**config.mk**
```make
export PLATFORM = sky130hd
export DESIGN_NAME = dial_set_countdown_relay_timer
export DESIGN_NICKNAME = d
export VERILOG_FILES = /design/src/dscrt_pkg.sv /design/src/dscrt_dial_filter.sv /design/src/dial_set_countdown_relay_timer.sv
export VERILOG_INCLUDE_DIRS = /design/src /design/src/src
export SDC_FILE = /design/constraint.sdc
export NUM_CORES = 1
export LEC_CHECK = 0
export BUFFER_PORTS_ARGS = -buffer_cell sky130_fd_sc_hd__buf_2
export CAP_MARGIN = 20
export CORE_ASPECT_RATIO = 0.75
export CORE_MARGIN = 2
export CORE_UTILIZATION = 35
export CTS_BUF_LIST = sky130_fd_sc_hd__clkbuf_16
export DETAILED_ROUTE_END_ITERATION = 8
export HOLD_SLACK_MARGIN = 0.06
export PLACE_DENSITY_LB_ADDON = 0.12
export SLEW_MARGIN = 20
export SYNTH_ARGS = -nofsm -noshare
export SYNTH_HDL_FRONTEND = slang
export SYNTH_SLANG_ARGS = --single-unit
```
**constraint.sdc**
```tcl
create_clock -name clk -period 11.69 [get_ports clk]
set_input_delay 0.5845 -clock clk [delete_from_list [all_inputs] [get_ports clk]]
set_output_delay 0.5845 -clock clk [all_outputs]
set_load 0.01 [all_outputs]
```
**src/dial_set_countdown_relay_timer_defines.svh**
```systemverilog
// ----------------------------------------------------------------------------
// Assertion macros for the dial-set countdown relay timer
// Assertion checks are compiled in unless SYNTH is defined.
// ----------------------------------------------------------------------------
`ifndef DIAL_SET_COUNTDOWN_RELAY_TIMER_DEFINES_SVH
`define DIAL_SET_COUNTDOWN_RELAY_TIMER_DEFINES_SVH

`ifndef SYNTH

// same-cycle implication
`define DSCRT_ASSERT_NOW(lbl, clk, rst_n, ante, cons) \
	lbl: assert property (@(posedge clk) disable iff (!rst_n) (ante) |-> (cons)) \
		else $error("dscrt: same-cycle check failed");

// next-cycle implication
`define DSCRT_ASSERT_NEXT(lbl, clk, rst_n, ante, cons) \
	lbl: assert property (@(posedge clk) disable iff (!rst_n) (ante) |=> (cons)) \
		else $error("dscrt: next-cycle check failed");

`else

`define DSCRT_ASSERT_NOW(lbl, clk, rst_n, ante, cons)
`define DSCRT_ASSERT_NEXT(lbl, clk, rst_n, ante, cons)

`endif

`endif

```
**src/dscrt_pkg.sv**
```systemverilog
// ----------------------------------------------------------------------------
// dscrt_pkg
// Shared widths, register map, reset values and pipeline control type.
// ----------------------------------------------------------------------------
package dscrt_pkg;

	localparam int ADC_W     = 8;
	localparam int MIN_W     = 9;
	localparam int PRESC_W   = 16;
	localparam int HB_W      = 8;
	localparam int SUM_W     = 10;
	localparam int PROD_W    = ADC_W + MIN_W;
	localparam int ADDR_W    = 5;
	localparam int DATA_W    = 32;
	localparam int REG_IDX_W = ADDR_W - 2;

	// avg = (sum * 683) >> 11, exact for sums below 2048
	localparam logic [SUM_W-1:0] DIV3_MUL   = 10'd683;
	localparam int               DIV3_SHIFT = 11;

	localparam logic [PRESC_W-1:0] RST_TICKS_PER_MIN = 16'd7200;
	localparam logic [HB_W-1:0]    RST_LED_TICKS     = 8'd50;
	localparam logic [MIN_W-1:0]   RST_RELOAD_BAND   = 9'd10;
	localparam logic [MIN_W-1:0]   RST_FULL_SCALE    = 9'd300;
	localparam logic [MIN_W-1:0]   RST_RELAY_FLOOR   = 9'd10;

	typedef enum logic [REG_IDX_W-1:0] {
		REG_TICKS_PER_MIN = 3'd0,
		REG_LED_TICKS     = 3'd1,
		REG_RELOAD_BAND   = 3'd2,
		REG_FULL_SCALE    = 3'd3,
		REG_RELAY_FLOOR   = 3'd4
	} dscrt_reg_t;

	typedef struct packed {
		logic tick_fire; // input transfer this cycle
		logic adv_s1;    // stage 1 moves into stage 2
	} dscrt_pipe_ctrl_t;

endpackage

```
**src/dscrt_dial_filter.sv**
```systemverilog
// ----------------------------------------------------------------------------
// dscrt_dial_filter
// Three-sample moving average of the dial and scaling to minutes.
// Stage 1 holds the average, stage 2 the product with the full scale;
// the divide by 255 on stage 2 is a reciprocal multiply with one correction.
// ----------------------------------------------------------------------------
module dscrt_dial_filter
	import dscrt_pkg::*;
(
	input  logic               clk,
	input  logic               arst_n,
	input  dscrt_pipe_ctrl_t   ctrl,
	input  logic [ADC_W-1:0]   adc_sample,
	input  logic [MIN_W-1:0]   full_scale,
	output logic [MIN_W-1:0]   setting
);

	logic [ADC_W-1:0]        hist_q [2];
	logic [SUM_W-1:0]        sum;
	logic [2*SUM_W-1:0]      sum_scaled;
	logic [ADC_W-1:0]        avg_s1;
	logic [PROD_W-1:0]       prod_s2;
	logic [PROD_W+HB_W-1:0]  prod_x257;
	logic [MIN_W-1:0]        quot_est;
	logic [PROD_W-1:0]       quot_x255;
	logic [PROD_W-1:0]       rem;

	assign sum = SUM_W'(adc_sample) + SUM_W'(hist_q[0]) + SUM_W'(hist_q[1]);
	assign sum_scaled = (2*SUM_W)'(sum) * (2*SUM_W)'(DIV3_MUL);

	always_ff @(posedge clk or negedge arst_n) begin
		if (!arst_n) begin
			hist_q[0] <= '0;
			hist_q[1] <= '0;
		end else if (ctrl.tick_fire) begin
			hist_q[0] <= adc_sample;
			hist_q[1] <= hist_q[0];
		end
	end

	always_ff @(posedge clk) begin
		if (ctrl.tick_fire) begin
			avg_s1 <= sum_scaled[DIV3_SHIFT +: ADC_W];
		end
		if (ctrl.adv_s1) begin
			prod_s2 <= PROD_W'(avg_s1) * PROD_W'(full_scale);
		end
	end

	// x/255 ~ x*257 >> 16, low by at most one
	assign prod_x257 = (PROD_W+HB_W)'(prod_s2) + ((PROD_W+HB_W)'(prod_s2) << HB_W);
	assign quot_est  = prod_x257[PROD_W+HB_W-1:PROD_W+HB_W-MIN_W];
	assign quot_x255 = (PROD_W'(quot_est) << HB_W) - PROD_W'(quot_est);
	assign rem       = prod_s2 - quot_x255;
	assign setting   = (rem >= PROD_W'(255)) ? quot_est + MIN_W'(1) : quot_est;

endmodule

```
**src/dial_set_countdown_relay_timer.sv**
```systemverilog
// ----------------------------------------------------------------------------
// dial_set_countdown_relay_timer
// Tick-driven countdown relay timer set by a filtered dial reading.
// ----------------------------------------------------------------------------
//  channel | signals                                         | role
//  tick    | tick_valid, tick_ready, adc_sample              | one tick, dial sample
//  result  | result_valid, result_ready, relay_on, led_state,| one result per tick
//          | minutes_left, dial_minutes                      |
//  config  | psel, penable, pwrite, paddr, pwdata, prdata,   | APB register port
//          | pready                                          |
//
//  One tick per cycle while results are taken; a tick's result passes the average
//  register, the multiply register, then the state/result register, where it is valid.
//  The state update stage closes all counters for a tick in one combinational
//  step and takes the next tick as soon as its result register can be loaded.
//  Async reset returns valids, timer state and config to defaults, not data regs.
//  A stalled result holds its register; earlier stages keep filling bubbles.
// ----------------------------------------------------------------------------
`include "dial_set_countdown_relay_timer_defines.svh"

module dial_set_countdown_relay_timer
	import dscrt_pkg::*;
(
	input  logic              clk,
	input  logic              arst_n,
	input  logic              tick_valid,
	output logic              tick_ready,
	input  logic [ADC_W-1:0]  adc_sample,
	output logic              result_valid,
	input  logic              result_ready,
	output logic              relay_on,
	output logic              led_state,
	output logic [MIN_W-1:0]  minutes_left,
	output logic [MIN_W-1:0]  dial_minutes,
	input  logic              psel,
	input  logic              penable,
	input  logic              pwrite,
	input  logic [ADDR_W-1:0] paddr,
	input  logic [DATA_W-1:0] pwdata,
	output logic [DATA_W-1:0] prdata,
	output logic              pready
);

	// configuration
	logic [PRESC_W-1:0] tpm_q;
	logic [HB_W-1:0]    led_ticks_q;
	logic [MIN_W-1:0]   band_q;
	logic [MIN_W-1:0]   full_scale_q;
	logic [MIN_W-1:0]   floor_q;
	dscrt_reg_t         reg_idx;
	logic               cfg_wr;

	// pipeline control
	logic             v1_q, v2_q, res_valid_q;
	logic             ready_s1, ready_s2, commit;
	dscrt_pipe_ctrl_t ctrl;
	logic [MIN_W-1:0] setting;

	// timer state
	logic [HB_W-1:0]    hb_q, hb_n, hb_inc;
	logic               led_q, led_n;
	logic [PRESC_W-1:0] presc_q, presc_n, presc_inc;
	logic               flag_q, flag_n;
	logic [MIN_W-1:0]   cd_q, cd_n, cd_ld;
	logic [MIN_W-1:0]   saved_q, saved_n;
	logic [PRESC_W-1:0] lo, hi, saved_ext;
	logic               reload, relay;

	// result register
	logic               res_relay_q;
	logic               res_led_q;
	logic [MIN_W-1:0]   res_minutes_q;
	logic [MIN_W-1:0]   res_dial_q;

	// ---------------- register port ----------------
	assign pready  = 1'b1;
	assign reg_idx = dscrt_reg_t'(paddr[ADDR_W-1:2]);
	assign cfg_wr  = psel && penable && pwrite && pready;

	always_ff @(posedge clk or negedge arst_n) begin
		if (!arst_n) begin
			tpm_q        <= RST_TICKS_PER_MIN;
			led_ticks_q  <= RST_LED_TICKS;
			band_q       <= RST_RELOAD_BAND;
			full_scale_q <= RST_FULL_SCALE;
			floor_q      <= RST_RELAY_FLOOR;
		end else if (cfg_wr) begin
			case (reg_idx)
				REG_TICKS_PER_MIN: tpm_q        <= pwdata[PRESC_W-1:0];
				REG_LED_TICKS:     led_ticks_q  <= pwdata[HB_W-1:0];
				REG_RELOAD_BAND:   band_q       <= pwdata[MIN_W-1:0];
				REG_FULL_SCALE:    full_scale_q <= pwdata[MIN_W-1:0];
				REG_RELAY_FLOOR:   floor_q      <= pwdata[MIN_W-1:0];
				default: ;
			endcase
		end
	end

	always_comb begin
		case (reg_idx)
			REG_TICKS_PER_MIN: prdata = DATA_W'(tpm_q);
			REG_LED_TICKS:     prdata = DATA_W'(led_ticks_q);
			REG_RELOAD_BAND:   prdata = DATA_W'(band_q);
			REG_FULL_SCALE:    prdata = DATA_W'(full_scale_q);
			REG_RELAY_FLOOR:   prdata = DATA_W'(floor_q);
			default:           prdata = '0;
		endcase
	end

	// ---------------- pipeline control ----------------
	assign ready_s2   = !res_valid_q || result_ready;
	assign ready_s1   = !v2_q || ready_s2;
	assign tick_ready = !v1_q || ready_s1;
	assign commit     = v2_q && ready_s2;

	assign ctrl.tick_fire = tick_valid && tick_ready;
	assign ctrl.adv_s1    = v1_q && ready_s1;

	always_ff @(posedge clk or negedge arst_n) begin
		if (!arst_n) begin
			v1_q        <= 1'b0;
			v2_q        <= 1'b0;
			res_valid_q <= 1'b0;
		end else begin
			if (tick_ready) v1_q        <= tick_valid;
			if (ready_s1)   v2_q        <= v1_q;
			if (ready_s2)   res_valid_q <= v2_q;
		end
	end

	dscrt_dial_filter u_filter (
		.clk        (clk),
		.arst_n     (arst_n),
		.ctrl       (ctrl),
		.adc_sample (adc_sample),
		.full_scale (full_scale_q),
		.setting    (setting)
	);

	// ---------------- per-tick state update ----------------
	assign lo        = PRESC_W'(setting) - PRESC_W'(band_q);
	assign hi        = PRESC_W'(setting) + PRESC_W'(band_q);
	assign saved_ext = PRESC_W'(saved_q);
	assign reload    = (saved_ext < lo) || (saved_ext > hi);

	always_comb begin
		hb_inc = hb_q + HB_W'(1);
		hb_n   = hb_inc;
		led_n  = led_q;
		if (hb_inc > led_ticks_q) begin
			hb_n  = '0;
			led_n = !led_q;
		end

		saved_n   = reload ? setting : saved_q;
		cd_ld     = reload ? setting : cd_q;
		presc_inc = (reload ? '0 : presc_q) + PRESC_W'(1);
		presc_n   = presc_inc;
		flag_n    = flag_q;
		if (presc_inc > tpm_q) begin
			presc_n = '0;
			flag_n  = 1'b1;
		end

		// relay state is taken before the minute decrement
		relay = cd_ld > floor_q;
		cd_n  = cd_ld;
		if (relay && flag_n) begin
			flag_n = 1'b0;
			cd_n   = cd_ld - MIN_W'(1);
		end
	end

	always_ff @(posedge clk or negedge arst_n) begin
		if (!arst_n) begin
			hb_q    <= '0;
			led_q   <= 1'b0;
			presc_q <= '0;
			flag_q  <= 1'b0;
			cd_q    <= '0;
			saved_q <= '0;
		end else if (commit) begin
			hb_q    <= hb_n;
			led_q   <= led_n;
			presc_q <= presc_n;
			flag_q  <= flag_n;
			cd_q    <= cd_n;
			saved_q <= saved_n;
		end
	end

	always_ff @(posedge clk) begin
		if (commit) begin
			res_relay_q   <= relay;
			res_led_q     <= led_n;
			res_minutes_q <= cd_n;
			res_dial_q    <= setting;
		end
	end

	assign result_valid = res_valid_q;
	assign relay_on     = res_relay_q;
	assign led_state    = res_led_q;
	assign minutes_left = res_minutes_q;
	assign dial_minutes = res_dial_q;

	// ---------------- checks ----------------
	`DSCRT_ASSERT_NEXT(a_led_toggle_clears_count, clk, arst_n, commit, (led_q == $past(led_q)) || (hb_q == '0))
	`DSCRT_ASSERT_NOW(a_flag_taken_only_with_relay, clk, arst_n, $fell(flag_q), res_relay_q)
	`DSCRT_ASSERT_NEXT(a_countdown_single_step, clk, arst_n, commit && !reload, (cd_q == $past(cd_q)) || (cd_q == $past(cd_q) - MIN_W'(1)))
	`DSCRT_ASSERT_NEXT(a_relay_implies_above_floor, clk, arst_n, commit, !res_relay_q || (res_minutes_q >= floor_q))

endmodule

```
==> impl_metrics.env <==
export IMPL_antenna_found_initial=0
export IMPL_yosys_mux_area_fraction_pct=4.61
export IMPL_numClockSinks=159
export IMPL_slowest_stage="or4_4"
export IMPL_path_class="reg -> reg"
export IMPL_std_cell_rows=65
export IMPL_synthAdderAreaFrac_pct=27.6
export IMPL_yosys_area_top_type="ha_1"
export IMPL_start_kind="register"
export IMPL_layout_common_cells="ha_1, inv_1, nand2_1"
export IMPL_drtIter0Drc=684
export IMPL_wl_per_cell_um=16.4
export IMPL_fp_dieH_um=183
export IMPL_final_seq_area_um2=4220
export IMPL_cts_made_buffers=17
export IMPL_via_per_inst=4.90
export IMPL_clk_latency_ns=0.45
export IMPL_synth_ff_type="dfrtp_1"
export IMPL_synth_xor_area_share_pct=5.51
export IMPL_max_freq_mhz=89.9
export IMPL_skew_ns=0.0124
export IMPL_hold_path_class="in -> async"
export IMPL_tightest_slew_ns=1.10
export IMPL_max_stage_delay_ns=0.56
export IMPL_die_w_um=243
export IMPL_ys_seq_area_share_pct=28.3
export IMPL_drv_cap=0
export IMPL_dp_hpwl_mm=30.3
export IMPL_required_ns=11.89
export IMPL_num_vias=11438
export IMPL_cpMostUsedCell="ha_1"
export IMPL_nFillCells=4233
export IMPL_synth_compound_area_share_pct=13.5
export IMPL_grt_overflow_total=0
export IMPL_clk_path_buf_depth=2
export IMPL_ys_seq_elements=159
export IMPL_drtAntennaViolNets=0
export IMPL_drt_wl_total_mm=38.3
export IMPL_core_um2=42000
export IMPL_status="complete, no violations"
export IMPL_yosys_top_cells_area="ha_1, dfrtp_1, fa_1"
export IMPL_ys_warn_count=0
export IMPL_synthSimpleGateAreaFrac_pct=13.5
export IMPL_slew_limit_headroom_pct=26.1
export IMPL_async_flop_share_pct=71.7
export IMPL_synth_top_area_share_pct=18.5
export IMPL_drv_slew=0
export IMPL_holdWs_ns=0.118
export IMPL_r2r_end="minutes_left[5]$_DFFE_PP_"
export IMPL_route_detailed_drc=0
export IMPL_cts_tree="built"
export IMPL_grt_pass1_wl_mm=62.1
export IMPL_grt_max_degree=77
export IMPL_syn_area_um2=14900
export IMPL_synth_top_family_by_area="adder cells"
export IMPL_cp_end_kind="register"
export IMPL_port_buffers=71
export IMPL_dr_pass1_iters=5
export IMPL_hold_viol_final=0
export IMPL_path_max_fanout=5
export IMPL_drive_gt1_share_pct=21.1
export IMPL_grtUsageTotal_pct=17.6
export IMPL_hold_buffers=0
export IMPL_fin_crit_sh_pct=95.2
export IMPL_r2r_cells=59
export IMPL_path_clk_slew_ns=0.07
export IMPL_crit_arrival_ns=11.33
export IMPL_nets=2090
export IMPL_dieArea_um2=44400
export IMPL_setup_viol=0
export IMPL_reg2reg_slack_ns=0.56
export IMPL_initial_utilization_pct=35.5
export IMPL_area_growth_syn_to_layout_pct=17.9
export IMPL_synth_avg_cell_area_um2=9.43
export IMPL_h_tree_depth=4
export IMPL_r2r_start="u_filter.prod_s2[13]$_DFFE_PP_"
export IMPL_pin_count=107
export IMPL_netlist_instances=1584
export IMPL_final_common_cell="ha_1"
export IMPL_multi_input_area_um2=10100
export IMPL_place_gp_congestion=0.872
export IMPL_synth_edff_count=45
export IMPL_ys_types=77
export IMPL_grt_pass1_vias=11244
export IMPL_period_minus_slack_ns=11.13
export IMPL_cts_root_buf="clkbuf_16"
==> timing repair <==
action | CTS | global route
gates resized for setup | 3 | 77
setup buffers | 0 | 5
endpoints found under the setup margin | 5 | 35
pin swaps | 1 | 36
==> final cells by class <==
type | instances | area share [%]
repair buffers | 191 | 7.17
clock inverters | 15 | 0.639
inverters | 198 | 4.22
clock buffers | 17 | 2.42
well taps | 569 | 4.04
flip-flops and latches | 159 | 24.0
diodes | 1 | 0.0142
multi-input cells | 1182 | 57.5
==> stage by stage <==
stage	setup slack [ns]	util [%]	TNS, ns	cell area [µm²]	instances
6_report	0.561	41.9	0	17600	2332
5_1_grt	-0.111	41.9	-0.354	17600	2331
4_1_cts	0.00423	40.9	0	17200	2326
3_5_place_dp	-0.0573	39.6	-0.0863	16600	2294
3_3_place_gp	0.0777	39.6	0	16600	2294
2_1_floorplan	0.121	-	0	15000	1599
==> critical path, delay by kind of cell (launching register included) <==
family          cells  cell delay (ns)
fa+ha+maj           8             2.17
simple gates       22             3.92
buf+inv             7             0.92
xor+xnor            5             0.85
compound gates     17             2.58
flops               1             0.42
==> state kept, by name, summed over array words and instances, names as in the netlist, 16 cells and up <==
| signal | cells |
|---|---|
| u_filter.hist_q | 16 |
| tpm_q | 16 |
| presc_q | 16 |
| u_filter.prod_s2 | 17 |
==> per-layer routing <==
layer	GRT usage [%]	part of all wire, %	wire, µm
met5	0	0	0
met4	2.74	0.49	187
met3	2.69	3.2	1220
met2	25.9	42	16000
met1	27.5	54	20900
==> cell usage after synthesis (all sizes together) (3+ instances only) <==
library cell	number
ha	221
inv	198
nand2	133
dfrtp	99
o21ai	90
nor2	89
xnor2	69
fa	68
a21oi	63
and2	55
mux2	54
edfxtp	45
clkbuf	41
nand3	27
xor2	25
o21a	22
a21o	21
buf	19
nor3	18
a22oi	16
nand4	16
dfstp	15
nand2b	14
nor2b	14
a22o	12
o22ai	12
or3	12
a31oi	11
o21bai	11
a211oi	10
nor4	9
mux2i	8
and3	7
o31ai	7
a211o	4
a21boi	4
and4	4
o211ai	4
a221oi	3
o31a	3
or2	3
or4	3
==> cell families after synthesis <==
family,count (synthesis)
buffers and inverters,258
flip-flops,159
other,2
multiplexers,62
AND/OR/NAND/NOR,412
AO/OA/AOI/OAI,308
adder cells (fa/ha/maj),289
XOR/XNOR,94
==> worst max path at each step <==
stage / from / end / cells past startpoint
floorplan: u_filter.prod_s2[13]$_DFFE_PP_ / minutes_left[5]$_DFFE_PP_ / 59
global placement: u_filter.prod_s2[5]$_DFFE_PP_ / cd_q[4]$_DFFE_PN0P_ / 60
detailed placement: u_filter.prod_s2[13]$_DFFE_PP_ / cd_q[4]$_DFFE_PN0P_ / 58
CTS: u_filter.prod_s2[13]$_DFFE_PP_ / cd_q[4]$_DFFE_PN0P_ / 60
global route: u_filter.prod_s2[13]$_DFFE_PP_ / minutes_left[5]$_DFFE_PP_ / 57
finish: u_filter.prod_s2[13]$_DFFE_PP_ / minutes_left[5]$_DFFE_PP_ / 59
Power is left out: the tool's default activity adds up to more than one toggle a clock period on the data nets, which glitch-free logic cannot reach.
